===== src/rtl/sacch_pkg.sv =====
package sacch_pkg;

  // Word layout, MSB first: structure, RAN, data, CRC.
  localparam int unsigned WordW    = 32;
  localparam int unsigned CrcW     = 6;
  localparam int unsigned CrcBits  = 26;
  localparam int unsigned DataW    = 18;
  localparam int unsigned NumSlots = 4;
  localparam int unsigned FrameW   = DataW * NumSlots;

  localparam logic [CrcW-1:0] CrcSeed = 6'b111111;
  localparam logic [CrcW-1:0] CrcPoly = 6'b010011;
  localparam logic [1:0]      IdxFlip = 2'b11;

  typedef logic [CrcW-1:0] crc_cols_t [CrcBits];

  // Request from the pipeline to the fragment slots.
  typedef struct packed {
    logic             en;
    logic             clear;
    logic             crc_ok;
    logic [1:0]       idx;
    logic [DataW-1:0] data;
  } sacch_frag_req_t;

  // Slot state as it stands after the request.
  typedef struct packed {
    logic              stored;
    logic              complete;
    logic [FrameW-1:0] frame;
  } sacch_frag_res_t;

  // Bit-serial CRC, used only to build constant tables at elaboration.
  function automatic logic [CrcW-1:0] crc6_serial(logic [CrcBits-1:0] d,
                                                  logic [CrcW-1:0] seed);
    logic [CrcW-1:0] r;
    logic            fb;
    r = seed;
    for (int i = 0; i < CrcBits; i++) begin
      fb = r[CrcW-1] ^ d[CrcBits-1-i];
      if (fb) begin
        r = r ^ CrcPoly;
      end
      r = {r[CrcW-2:0], fb};
    end
    return r;
  endfunction

  // Contribution of each message bit to the CRC; the CRC is linear in the data.
  function automatic crc_cols_t crc6_columns();
    crc_cols_t cols;
    for (int i = 0; i < CrcBits; i++) begin
      cols[i] = crc6_serial(CrcBits'(1) << i, '0);
    end
    return cols;
  endfunction

endpackage


===== src/rtl/sacch_crc6.sv =====
module sacch_crc6
  import sacch_pkg::*;
(
  input  logic [WordW-1:0] word,
  output logic             match
);

  localparam crc_cols_t       CrcCols = crc6_columns();
  localparam logic [CrcW-1:0] CrcInit = crc6_serial('0, CrcSeed);

  logic [CrcW-1:0] crc;

  // XOR of the seed term and one column per set message bit.
  always_comb begin
    crc = CrcInit;
    for (int i = 0; i < CrcBits; i++) begin
      if (word[WordW-CrcBits+i]) begin
        crc = crc ^ CrcCols[i];
      end
    end
  end

  assign match = (crc == word[CrcW-1:0]);

endmodule


===== src/rtl/sacch_frag_store.sv =====
module sacch_frag_store
  import sacch_pkg::*;
(
  input  logic            clk,
  input  logic            rst_n,
  input  sacch_frag_req_t req,
  output sacch_frag_res_t res
);

  logic [DataW-1:0]    store_r [NumSlots];
  logic [NumSlots-1:0] filled_r;
  logic [NumSlots-1:0] filled_nxt;
  logic [DataW-1:0]    store_view [NumSlots];
  logic                take;

  // Ordering rule: slot 0 always, a later slot only after its predecessor.
  always_comb begin
    take = 1'b0;
    if (!req.clear && req.crc_ok) begin
      if (req.idx == 2'd0) begin
        take = 1'b1;
      end else begin
        take = filled_r[req.idx - 2'd1];
      end
    end
  end

  // Slot flags and data as seen after this request.
  always_comb begin
    filled_nxt = filled_r;
    if (req.clear) begin
      filled_nxt = '0;
    end else if (take) begin
      filled_nxt[req.idx] = 1'b1;
    end
    for (int i = 0; i < NumSlots; i++) begin
      store_view[i] = store_r[i];
    end
    if (take) begin
      store_view[req.idx] = req.data;
    end
  end

  assign res.stored   = take;
  assign res.complete = &filled_nxt;
  assign res.frame    = {store_view[0], store_view[1], store_view[2], store_view[3]};

  // Flags are control state and reset; the data slots are written before use.
  always_ff @(posedge clk) begin
    if (!rst_n) begin
      filled_r <= '0;
    end else if (req.en) begin
      filled_r <= filled_nxt;
    end
  end

  always_ff @(posedge clk) begin
    if (req.en && take) begin
      store_r[req.idx] <= req.data;
    end
  end

endmodule


===== src/rtl/sacch_crc_superframe_assembler.sv =====
// SACCH superframe assembler. Each item is either a decoded 32-bit SACCH
// word (in_mode = 0) or a clear command (in_mode = 1). A word whose CRC-6
// checks is stored as an 18-bit fragment in the slot named by its structure
// bits, if that slot is 0 or its predecessor is filled, and once all four
// slots hold data every result carries the 72-bit superframe and its
// decoded fields until the next clear. The block takes one item per cycle
// while the result side does not stall, and returns exactly one result per
// item. The item is captured in an input register, and the CRC check and
// slot update run combinationally between that register and the result
// register, which drives the outputs. Stalls on the result side propagate
// back through in_stall without losing or repeating an item.
module sacch_crc_superframe_assembler
  import sacch_pkg::*;
(
  input  logic        clk,
  input  logic        rst_n,
  input  logic        in_valid,
  output logic        in_stall,
  input  logic        in_mode,
  input  logic [31:0] in_sacch_word,
  output logic        out_valid,
  input  logic        out_stall,
  output logic        out_crc_ok,
  output logic [1:0]  out_fragment_index,
  output logic        out_fragment_stored,
  output logic        out_complete,
  output logic [63:0] out_superframe_high,
  output logic [7:0]  out_superframe_low,
  output logic [5:0]  out_message_type,
  output logic [2:0]  out_call_type,
  output logic [15:0] out_source_unit,
  output logic [15:0] out_destination_unit
);

  logic             s1_valid_r;
  logic             s1_mode_r;
  logic [WordW-1:0] s1_word_r;
  logic             s1_move;
  logic             s1_load;
  logic             out_valid_r;
  logic             crc_match;
  sacch_frag_req_t  frag_req;
  sacch_frag_res_t  frag_res;
  logic [63:0]      hi_nxt;
  logic [7:0]       lo_nxt;

  // Handshake: the input stage drains when the result register is free.
  assign s1_move  = s1_valid_r && (!out_valid_r || !out_stall);
  assign in_stall = s1_valid_r && !s1_move;
  assign s1_load  = in_valid && !in_stall;

  always_ff @(posedge clk) begin
    if (!rst_n) begin
      s1_valid_r <= 1'b0;
    end else if (s1_load) begin
      s1_valid_r <= 1'b1;
    end else if (s1_move) begin
      s1_valid_r <= 1'b0;
    end
  end

  always_ff @(posedge clk) begin
    if (s1_load) begin
      s1_mode_r <= in_mode;
      s1_word_r <= in_sacch_word;
    end
  end

  sacch_crc6 u_crc (
    .word  (s1_word_r),
    .match (crc_match)
  );

  // Slot update request for the item leaving the input stage.
  always_comb begin
    frag_req.en     = s1_move;
    frag_req.clear  = s1_mode_r;
    frag_req.crc_ok = crc_match && !s1_mode_r;
    frag_req.idx    = s1_mode_r ? 2'd0 : (s1_word_r[WordW-1 -: 2] ^ IdxFlip);
    frag_req.data   = s1_word_r[CrcW +: DataW];
  end

  sacch_frag_store u_store (
    .clk   (clk),
    .rst_n (rst_n),
    .req   (frag_req),
    .res   (frag_res)
  );

  // Superframe fields are zero until all slots are filled.
  always_comb begin
    hi_nxt = '0;
    lo_nxt = '0;
    if (frag_res.complete) begin
      hi_nxt = frag_res.frame[FrameW-1 -: 64];
      lo_nxt = frag_res.frame[7:0];
    end
  end

  // Result register.
  always_ff @(posedge clk) begin
    if (!rst_n) begin
      out_valid_r <= 1'b0;
    end else if (s1_move) begin
      out_valid_r <= 1'b1;
    end else if (!out_stall) begin
      out_valid_r <= 1'b0;
    end
  end

  always_ff @(posedge clk) begin
    if (s1_move) begin
      out_crc_ok           <= frag_req.crc_ok;
      out_fragment_index   <= frag_req.idx;
      out_fragment_stored  <= frag_res.stored;
      out_complete         <= frag_res.complete && !s1_mode_r;
      out_superframe_high  <= hi_nxt;
      out_superframe_low   <= lo_nxt;
      out_message_type     <= hi_nxt[61:56];
      out_call_type        <= hi_nxt[47:45];
      out_source_unit      <= hi_nxt[39:24];
      out_destination_unit <= hi_nxt[23:8];
    end
  end

  assign out_valid = out_valid_r;

  // A fragment is never stored without a good CRC.
  a_stored_needs_crc: assert property (@(posedge clk) disable iff (!rst_n)
    out_valid_r && out_fragment_stored |-> out_crc_ok)
    else $error("fragment stored without a CRC match");

  // Storing the last fragment always completes the superframe.
  a_last_completes: assert property (@(posedge clk) disable iff (!rst_n)
    out_valid_r && out_fragment_stored && (out_fragment_index == 2'd3) |-> out_complete)
    else $error("last fragment stored but superframe not complete");

  // An item held in the input stage is not dropped while the output stalls.
  a_s1_held: assert property (@(posedge clk) disable iff (!rst_n)
    s1_valid_r && !s1_move |=> s1_valid_r && $stable(s1_word_r))
    else $error("input stage item lost during stall");

  // Superframe data shows only with a complete result.
  a_frame_zero: assert property (@(posedge clk) disable iff (!rst_n)
    out_valid_r && !out_complete |-> (out_superframe_high == '0) && (out_superframe_low == '0))
    else $error("superframe data present on an incomplete result");

endmodule


===== config.mk =====
export PLATFORM = sky130hd
export DESIGN_NAME = sacch_crc_superframe_assembler
export DESIGN_NICKNAME = d
export VERILOG_FILES = /design/src/rtl/sacch_pkg.sv /design/src/rtl/sacch_crc6.sv /design/src/rtl/sacch_frag_store.sv /design/src/rtl/sacch_crc_superframe_assembler.sv
export SDC_FILE = /design/constraint.sdc
export NUM_CORES = 1
export LEC_CHECK = 0
export ABC_AREA = 0
export BUFFER_PORTS_ARGS = -buffer_cell sky130_fd_sc_hd__buf_2
export CORE_ASPECT_RATIO = 1.4
export CORE_MARGIN = 2
export CORE_UTILIZATION = 56
export DETAILED_ROUTE_END_ITERATION = 16
export PLACE_DENSITY = 0.89
export REMOVE_ABC_BUFFERS = 1
export SYNTH_ARGS = -nofsm -noshare
export SYNTH_HDL_FRONTEND = slang
export SYNTH_SLANG_ARGS = --single-unit

===== constraint.sdc =====
create_clock -name clk -period 4.7 [get_ports clk]
set_input_delay 0.94 -clock clk [delete_from_list [all_inputs] [get_ports clk]]
set_output_delay 0.94 -clock clk [all_outputs]
set_load 0.02 [all_outputs]

== Yosys cells after proc, flatten, opt, wreduce, memory -nomap -nowiden ==
Memories as Yosys holds them, arrays and structs flattened.
Index checks and enable logic that the tools add are counted.
Operators by class
  add/sub/neg operators: 1
  order comparisons: 5
  eq/ne operators: 2
  multiplexer cells: 46
  bitwise gates (word level): 28
  reduce and logical (&&, ||, !) cells: 18
Operators with widths (count)
  72-bit bitwise mux: 1
  72-bit 2-to-1 mux: 1
  6-bit 2-to-1 mux: 11
  62-bit 2-to-1 mux: 1
  18-bit demux with 2-bit select: 1
  5-bit 2-to-1 mux: 7
  3-bit NOT: 11
  4-bit 2-to-1 mux: 7
  4-bit NOT: 6
  18-bit 2-to-1 mux: 1
  2-bit NOT: 6
  1-bit 2-to-1 mux: 10
  5-bit NOT: 2
  1-bit logical AND: 9
  6-bit equality test: 1
  2-bit by 3-bit < comparator with 1-bit output, second input constant: 2
  3-bit 2-to-1 mux: 2
  6-bit NOT: 1
  1-bit logical NOT: 5
  2-bit 2-to-1 mux: 2
  4-bit OR: 1
  4-bit AND reduction: 1
  3-bit >= comparator, second input constant: 1
  3-bit by 1-bit < comparator with 1-bit output, second input constant: 1
  other kinds (9): 9
Storage, ports and cells
  bits in registers: 157
  memory bits (writable): 72
  input port bits: 37
  output and inout bits: 120
  logic and storage cells: 117
  memories: 1
Memory list
  u_store.store_r: words 4, width 18, read ports 4, clocked after Yosys merged registers in 0, wr ports 1, line sacch_frag_store.sv:10  | logic [DataW-1:0] store_r [NumSlots];

== Depth between registers and ports, before layout ==
  depth in word-level cells: 59
  depth in mapped cells: 11
  gate-level depth less buffers: 10

== Cells and area by module ==
From an unflattened synthesis, not the netlist that was laid out.
Unflattened totals
  cell total of the unflattened synthesis: 489
  area total of the unflattened synthesis: 8192.9 sq um
Modules (own cells, without submodules)
  sacch_crc_superframe_assembler: instances 1, cells an instance 242, area each 4195.3 sq um, sequential area each 3343.2 sq um
  sacch_frag_store: instances 1, cells an instance 196, area each 3413.3 sq um, sequential area each 2242.2 sq um
  sacch_crc6: instances 1, cells an instance 51, area each 584.3 sq um, sequential area each 0.0 sq um

== Least setup slack after synthesis ==
OpenSTA, ideal clock, no wires.
  kind: reg-to-reg
  from: register s1_word_r[13]
  to: memory u_store.store_r[1][0], enable pin
  library setup time: 418 ps
  data arrival time: 3457 ps
  data required time: 4282 ps
  path slack: 825 ps
  stages on the path, launching flop included: 7
  buffers on the path: 0
  period minus slack after synthesis: 3875 ps
  cell sequence: edfxtp_1 > xnor3_2 > xnor3_2 > xnor2_1 > a211oi_4 > o2111ai_4 > nor3_1
On the way
  longest elaborated chain between the ends: 38
  elaborated cells on any way between the ends: 44
  classes of those cells: eq/ne (1); mux (22); bitwise (18); reduce/logical (3)
Ends and longest elaborated chain
  start: declaration: line sacch_crc_superframe_assembler.sv:37  | logic [WordW-1:0] s1_word_r;
  start signal: assignment: line sacch_crc_superframe_assembler.sv:65  | s1_word_r <= in_sacch_word;
  5-bit 2-to-1 mux *: line sacch_crc6.sv:17  | if (word[WordW-CrcBits+i]) begin
  6-bit 2-to-1 mux *: line sacch_crc6.sv:17
  5-bit NOT (no source line)
  5-bit 2-to-1 mux *: line sacch_crc6.sv:17
  5-bit NOT (no source line)
  6-bit 2-to-1 mux *: line sacch_crc6.sv:17
  4-bit NOT (no source line)
  5-bit 2-to-1 mux *: line sacch_crc6.sv:17
  (+22 left out)
  4-bit 2-to-1 mux: line sacch_crc6.sv:17
  6-bit equality test *: line sacch_crc6.sv:23  | assign match = (crc == word[CrcW-1:0]);
  1-bit logical AND *: line sacch_crc_superframe_assembler.sv:78  | frag_req.crc_ok = crc_match && !s1_mode_r;
  1-bit logical AND *: line sacch_frag_store.sv:19  | if (!req.clear && req.crc_ok) begin
  1-bit 2-to-1 mux *: line sacch_frag_store.sv:19
  1-bit logical AND *: line sacch_frag_store.sv:58  | if (req.en && take) begin
  1-bit 2-to-1 mux *: line sacch_frag_store.sv:58
  1-bit 2-to-1 mux (implied by the code) *: line sacch_frag_store.sv:59  | store_r[req.idx] <= req.data;
  end: declaration: line sacch_frag_store.sv:10
Every way passes the cells marked *; elsewhere a longest branch is shown, timed or not.

== Final worst setup path ==
  from: register s1_word_r[14]
  to: register out_superframe_high[40] (data pin)
On the way
  longest elaborated chain between the ends: 34
  elaborated cells on any way between the ends: 41
  classes of those cells: eq/ne (1); mux (21); bitwise (16); reduce/logical (3)
Ends and longest elaborated chain
  6-bit 2-to-1 mux *: line sacch_crc6.sv:17
  5-bit NOT (no source line)
  5-bit 2-to-1 mux: line sacch_crc6.sv:17
  5-bit NOT (no source line)
  6-bit 2-to-1 mux *: line sacch_crc6.sv:17
  5-bit 2-to-1 mux: line sacch_crc6.sv:17
  4-bit NOT (no source line)
  6-bit 2-to-1 mux *: line sacch_crc6.sv:17
  (+18 left out)
  4-bit 2-to-1 mux: line sacch_crc6.sv:17
  6-bit equality test *: line sacch_crc6.sv:23
  1-bit logical AND *: line sacch_crc_superframe_assembler.sv:78
  1-bit logical AND *: line sacch_frag_store.sv:19
  1-bit 2-to-1 mux *: line sacch_frag_store.sv:19
  4-bit 2-to-1 mux: line sacch_frag_store.sv:33  | end else if (take) begin
  4-bit 2-to-1 mux: line sacch_frag_store.sv:31  | if (req.clear) begin
  4-bit AND reduction: line sacch_frag_store.sv:45  | assign res.complete = &filled_nxt;
  end signal: assignment: line sacch_crc_superframe_assembler.sv:117  | out_superframe_high <= hi_nxt;
  end: declaration: line sacch_crc_superframe_assembler.sv:27  | output logic [63:0] out_superframe_high,
Marks and branches as above.
A chain may end at the register's enable or synchronous reset.

==> key figures <==
Status
  • Status: finished clean

Timing
  • Least-Margin Pin Slew: 1020 ps
  • Minimum clock period: ~4100 ps
  • Setup tns final: 0 ps
  • RSZ-0062 raised after global routing: false
  • Fmax: 245 MHz
  • Fin crit share: 87.0%
  • Clock skew: between 10 and 15 ps
  • Final Hold Viols: 0
  • Setup-failing EPs final: 0
  • Final Max Slew Viols: 0
  • Headroom to the max-slew limit: 31.6%

Clock network
  • CTS Hold Bufs: 0
  • Worst-path clk slew: roughly 60 ps
  • Post-CTS Setup Bufs: 0
  • H-tree Lvls: 4
  • CTS resizes: 0
  • CTS Buf Count: 17
  • Clock Tree Root: clkbuf_16
  • Clock Path Buffers: 2
  • Worst skew pair latency: 420 ps
  • CTS tree: built
  • Clk sinks: roughly 190

Route
  • DRT Pass-1 Iters: 5
  • DR vias: 4508
  • WL/cell: 20.3 µm
  • # DRC: 0
  • DR iter-0 viols: 263
  • WL final: 16700 µm
  • Vias per cell: roughly 5.5
  • Detail Route Antenna Nets: 0

Worst setup path
  • Worst-path maximum fanout: 24
  • WP data required: 4870 ps
  • Setup CP Type: reg -> reg
  • Crit path DAT: 4250 ps
  • Worst Reg-to-Reg Cells: 9
  • CP Capture Type: flop
  • Startpoint types: flop

Place
  • Placed cell count: 792
  • Post-DP HPWL: around 11000 µm
  • Placed Area: 9240 µm²
  • Port Buffer Count: 156
  • GPL Wtd Cong: 0.831

Hold path
  • Hold Crit Class: reg -> reg
  • Hold Path Stages: 2

Floorplanning
  • Rows: 53
  • Core area: 15100 µm²
  • Die X: 109 µm
  • Die area: 16400 µm²
  • Die height: 151 µm
  • Top Ports: 157
  • Initial Util: 57.2%

Global route
  • GRT Total Usage: 21.1%
  • Initial antenna violation count: 0
  • Global-route wire length before repair: 25300 µm
  • Largest net degree at the start of global routing: 50
  • Congestion Overflow GR: 0
  • Vias in the first global route: 4621

Layout
  • Layout Nets: 660
  • Design area: about 10000 µm²
  • Footprint of the multi-input gates: 2490 µm²
  • Fin cells: 822
  • FF/Latch Area: 5590 µm²
  • Fillers: 997
  • Share of cells above drive strength 1: a little under half
  • Layout area overhead: 13.7%
  • # diodes: 0

Synth
  • Syn avg cell area: 17.2 µm²
  • Syn Inst Count: 502
  • Distinct cell type count after synthesis: 36
  • Synth Warn #: 0
  • Synth Register Bits: about 190
  • Register area share after synthesis: 64.8%
  • Post-synthesis cell area: ~8600 µm²

Power and ir drop
  • Lkg Pwr: between 3 and 4 nW
  • Peak supply drop: between 0.2 and 0.25 mV
  • Register share of total power: ~52%
  • NetSw: between 0.8 and 0.9 mW
  • Pwr Total: 3.67 mW
  • Clock Power Share: 36.8%
  • Power per cell area: 375 nW/µm²
  • Comb pwr share: between 10% and 20%
  • Internal power: 2.83 mW
  • Switching share of power: 22.9%

Job
  • Max Cap Viol: 0
[per-stage QoR]
step / utilization (%) / hold WS [ps] / setup slack (ps)
floorplan: - / 443 / -121
global placement: 61.4 / 455 / 817
detailed placement: 61.4 / 490 / 652
CTS: 65.1 / 511 / 605
global route: 65.1 / 532 / 385
finish: 65.1 / 516 / 611
[cells in the mapped netlist]
library cell       n  area share (%)
o21a_1             1           0.087
mux2i_1           72             8.4
buf_2              5            0.29
xnor3_2            4             1.1
a21oi_1            2            0.12
xnor2_1           24             2.4
clkbuf_8           2            0.32
nor3_2            70             8.1
dfxtp_1            6             1.4
nor2_8             2            0.46
ha_1               4            0.58
nor3_1             5            0.29
and3_1             1           0.073
or2_2              1           0.073
xor2_1             5            0.51
o2111ai_4          1            0.30
and3_4             1            0.13
mux4_2             1            0.26
clkbuf_2           5            0.29
nor2b_1            4            0.29
buf_6             14             1.8
buf_4             43             3.7
xnor3_1           11             2.9
nand2_1            5            0.22
inv_1              9            0.39
edfxtp_1         182              63
clkdlybuf4s18_2    1            0.12
nor2_1            11            0.48
o21ai_4            2            0.38
o2111ai_1          2            0.20
nand3_1            1           0.058
o21ai_0            1           0.058
o21ai_1            1           0.058
xnor3_4            1            0.30
a211oi_4           1            0.23
o211a_1            1            0.12
[final cells by class]
cell class / count / share of cell area [%]
sequential: 188 / 57.0
multi-input combinational: 235 / 25.4
timing repair buffer: 168 / 9.14
clock buffer: 19 / 4.42
tap: 192 / 2.45
clock inverter: 11 / 1.24
inverter: 9 / 0.358
[sequential cells by signal, indices dropped and copies added (netlist names)]
register / cells
s1_valid_r: 1
out_crc_ok: 1
out_valid: 1
out_complete: 1
out_fragment_index: 2
s1_word_r: 32
out_superframe_high: 64
out_superframe_low: 8
u_store.store_r: 72
out_fragment_stored: 1
s1_mode_r: 1
u_store.filled_r: 4
[power groups by stage]
stage          clock, mW  sequential (mW)  combinational, mW
2_1_floorplan          0             2.00              0.230
3_3_place_gp           0             1.96              0.378
3_5_place_dp           0             1.96              0.395
4_1_cts             1.38             1.93              0.396
5_1_grt             1.43             1.93              0.419
6_report            1.35             1.93              0.396
[cells in the final DEF (no fill, tap or decap), drive strengths merged, types with 3 or more instances in the layout]
master | Yosys | routed
edfxtp | 182 | 182
buf | 62 | 168
nor3 | 75 | 75
mux2i | 72 | 72
xnor2 | 24 | 24
clkbuf | 7 | 19
xnor3 | 16 | 16
nor2 | 13 | 13
inv | 9 | 9
dfxtp | 6 | 6
clkinv | 0 | 6
nand2 | 5 | 5
xor2 | 5 | 5
ha | 4 | 4
nor2b | 4 | 4
o21ai | 4 | 4
o2111ai | 3 | 3
clkinvlp | 0 | 3
[cells by family after synthesis]
family | synth area share, %
compound gates | 1.55
xor+xnor | 7.23
fa+ha+maj | 0.581
buf+inv | 6.98
mux | 8.62
flops | 64.8
simple gates | 10.2
[per-layer routing]
| layer | wire length (µm) | GRT usage [%] |
|---|---|---|
| met2 | 9200 | 37.0 |
| met3 | 790 | 4.52 |
| met5 | 0 | 0 |
| met4 | 455 | 9.36 |
| met1 | 6200 | 24.7 |
[critical path: stages, from the launching register on]
cell	delay [ps]
edfxtp_1	580
xnor3_1	510
xnor3_1	410
xnor2_1	280
nor3_2	160
o2111ai_4	430
nor2_8	180
o21ai_4	810
buf_4	370
nor3_1	80
[path summary, 6_finish.rpt]
check                           slack, ps           startpoint                      end
worst min-delay path                  520  u_store.filled_r[3]      u_store.filled_r[3]
worst max register to register        610        s1_word_r[14]  out_superframe_high[40]
worst min register to register        520  u_store.filled_r[3]      u_store.filled_r[3]
worst max-delay path                  610        s1_word_r[14]  out_superframe_high[40]
Note: power is estimated with default switching activity, not from simulation.
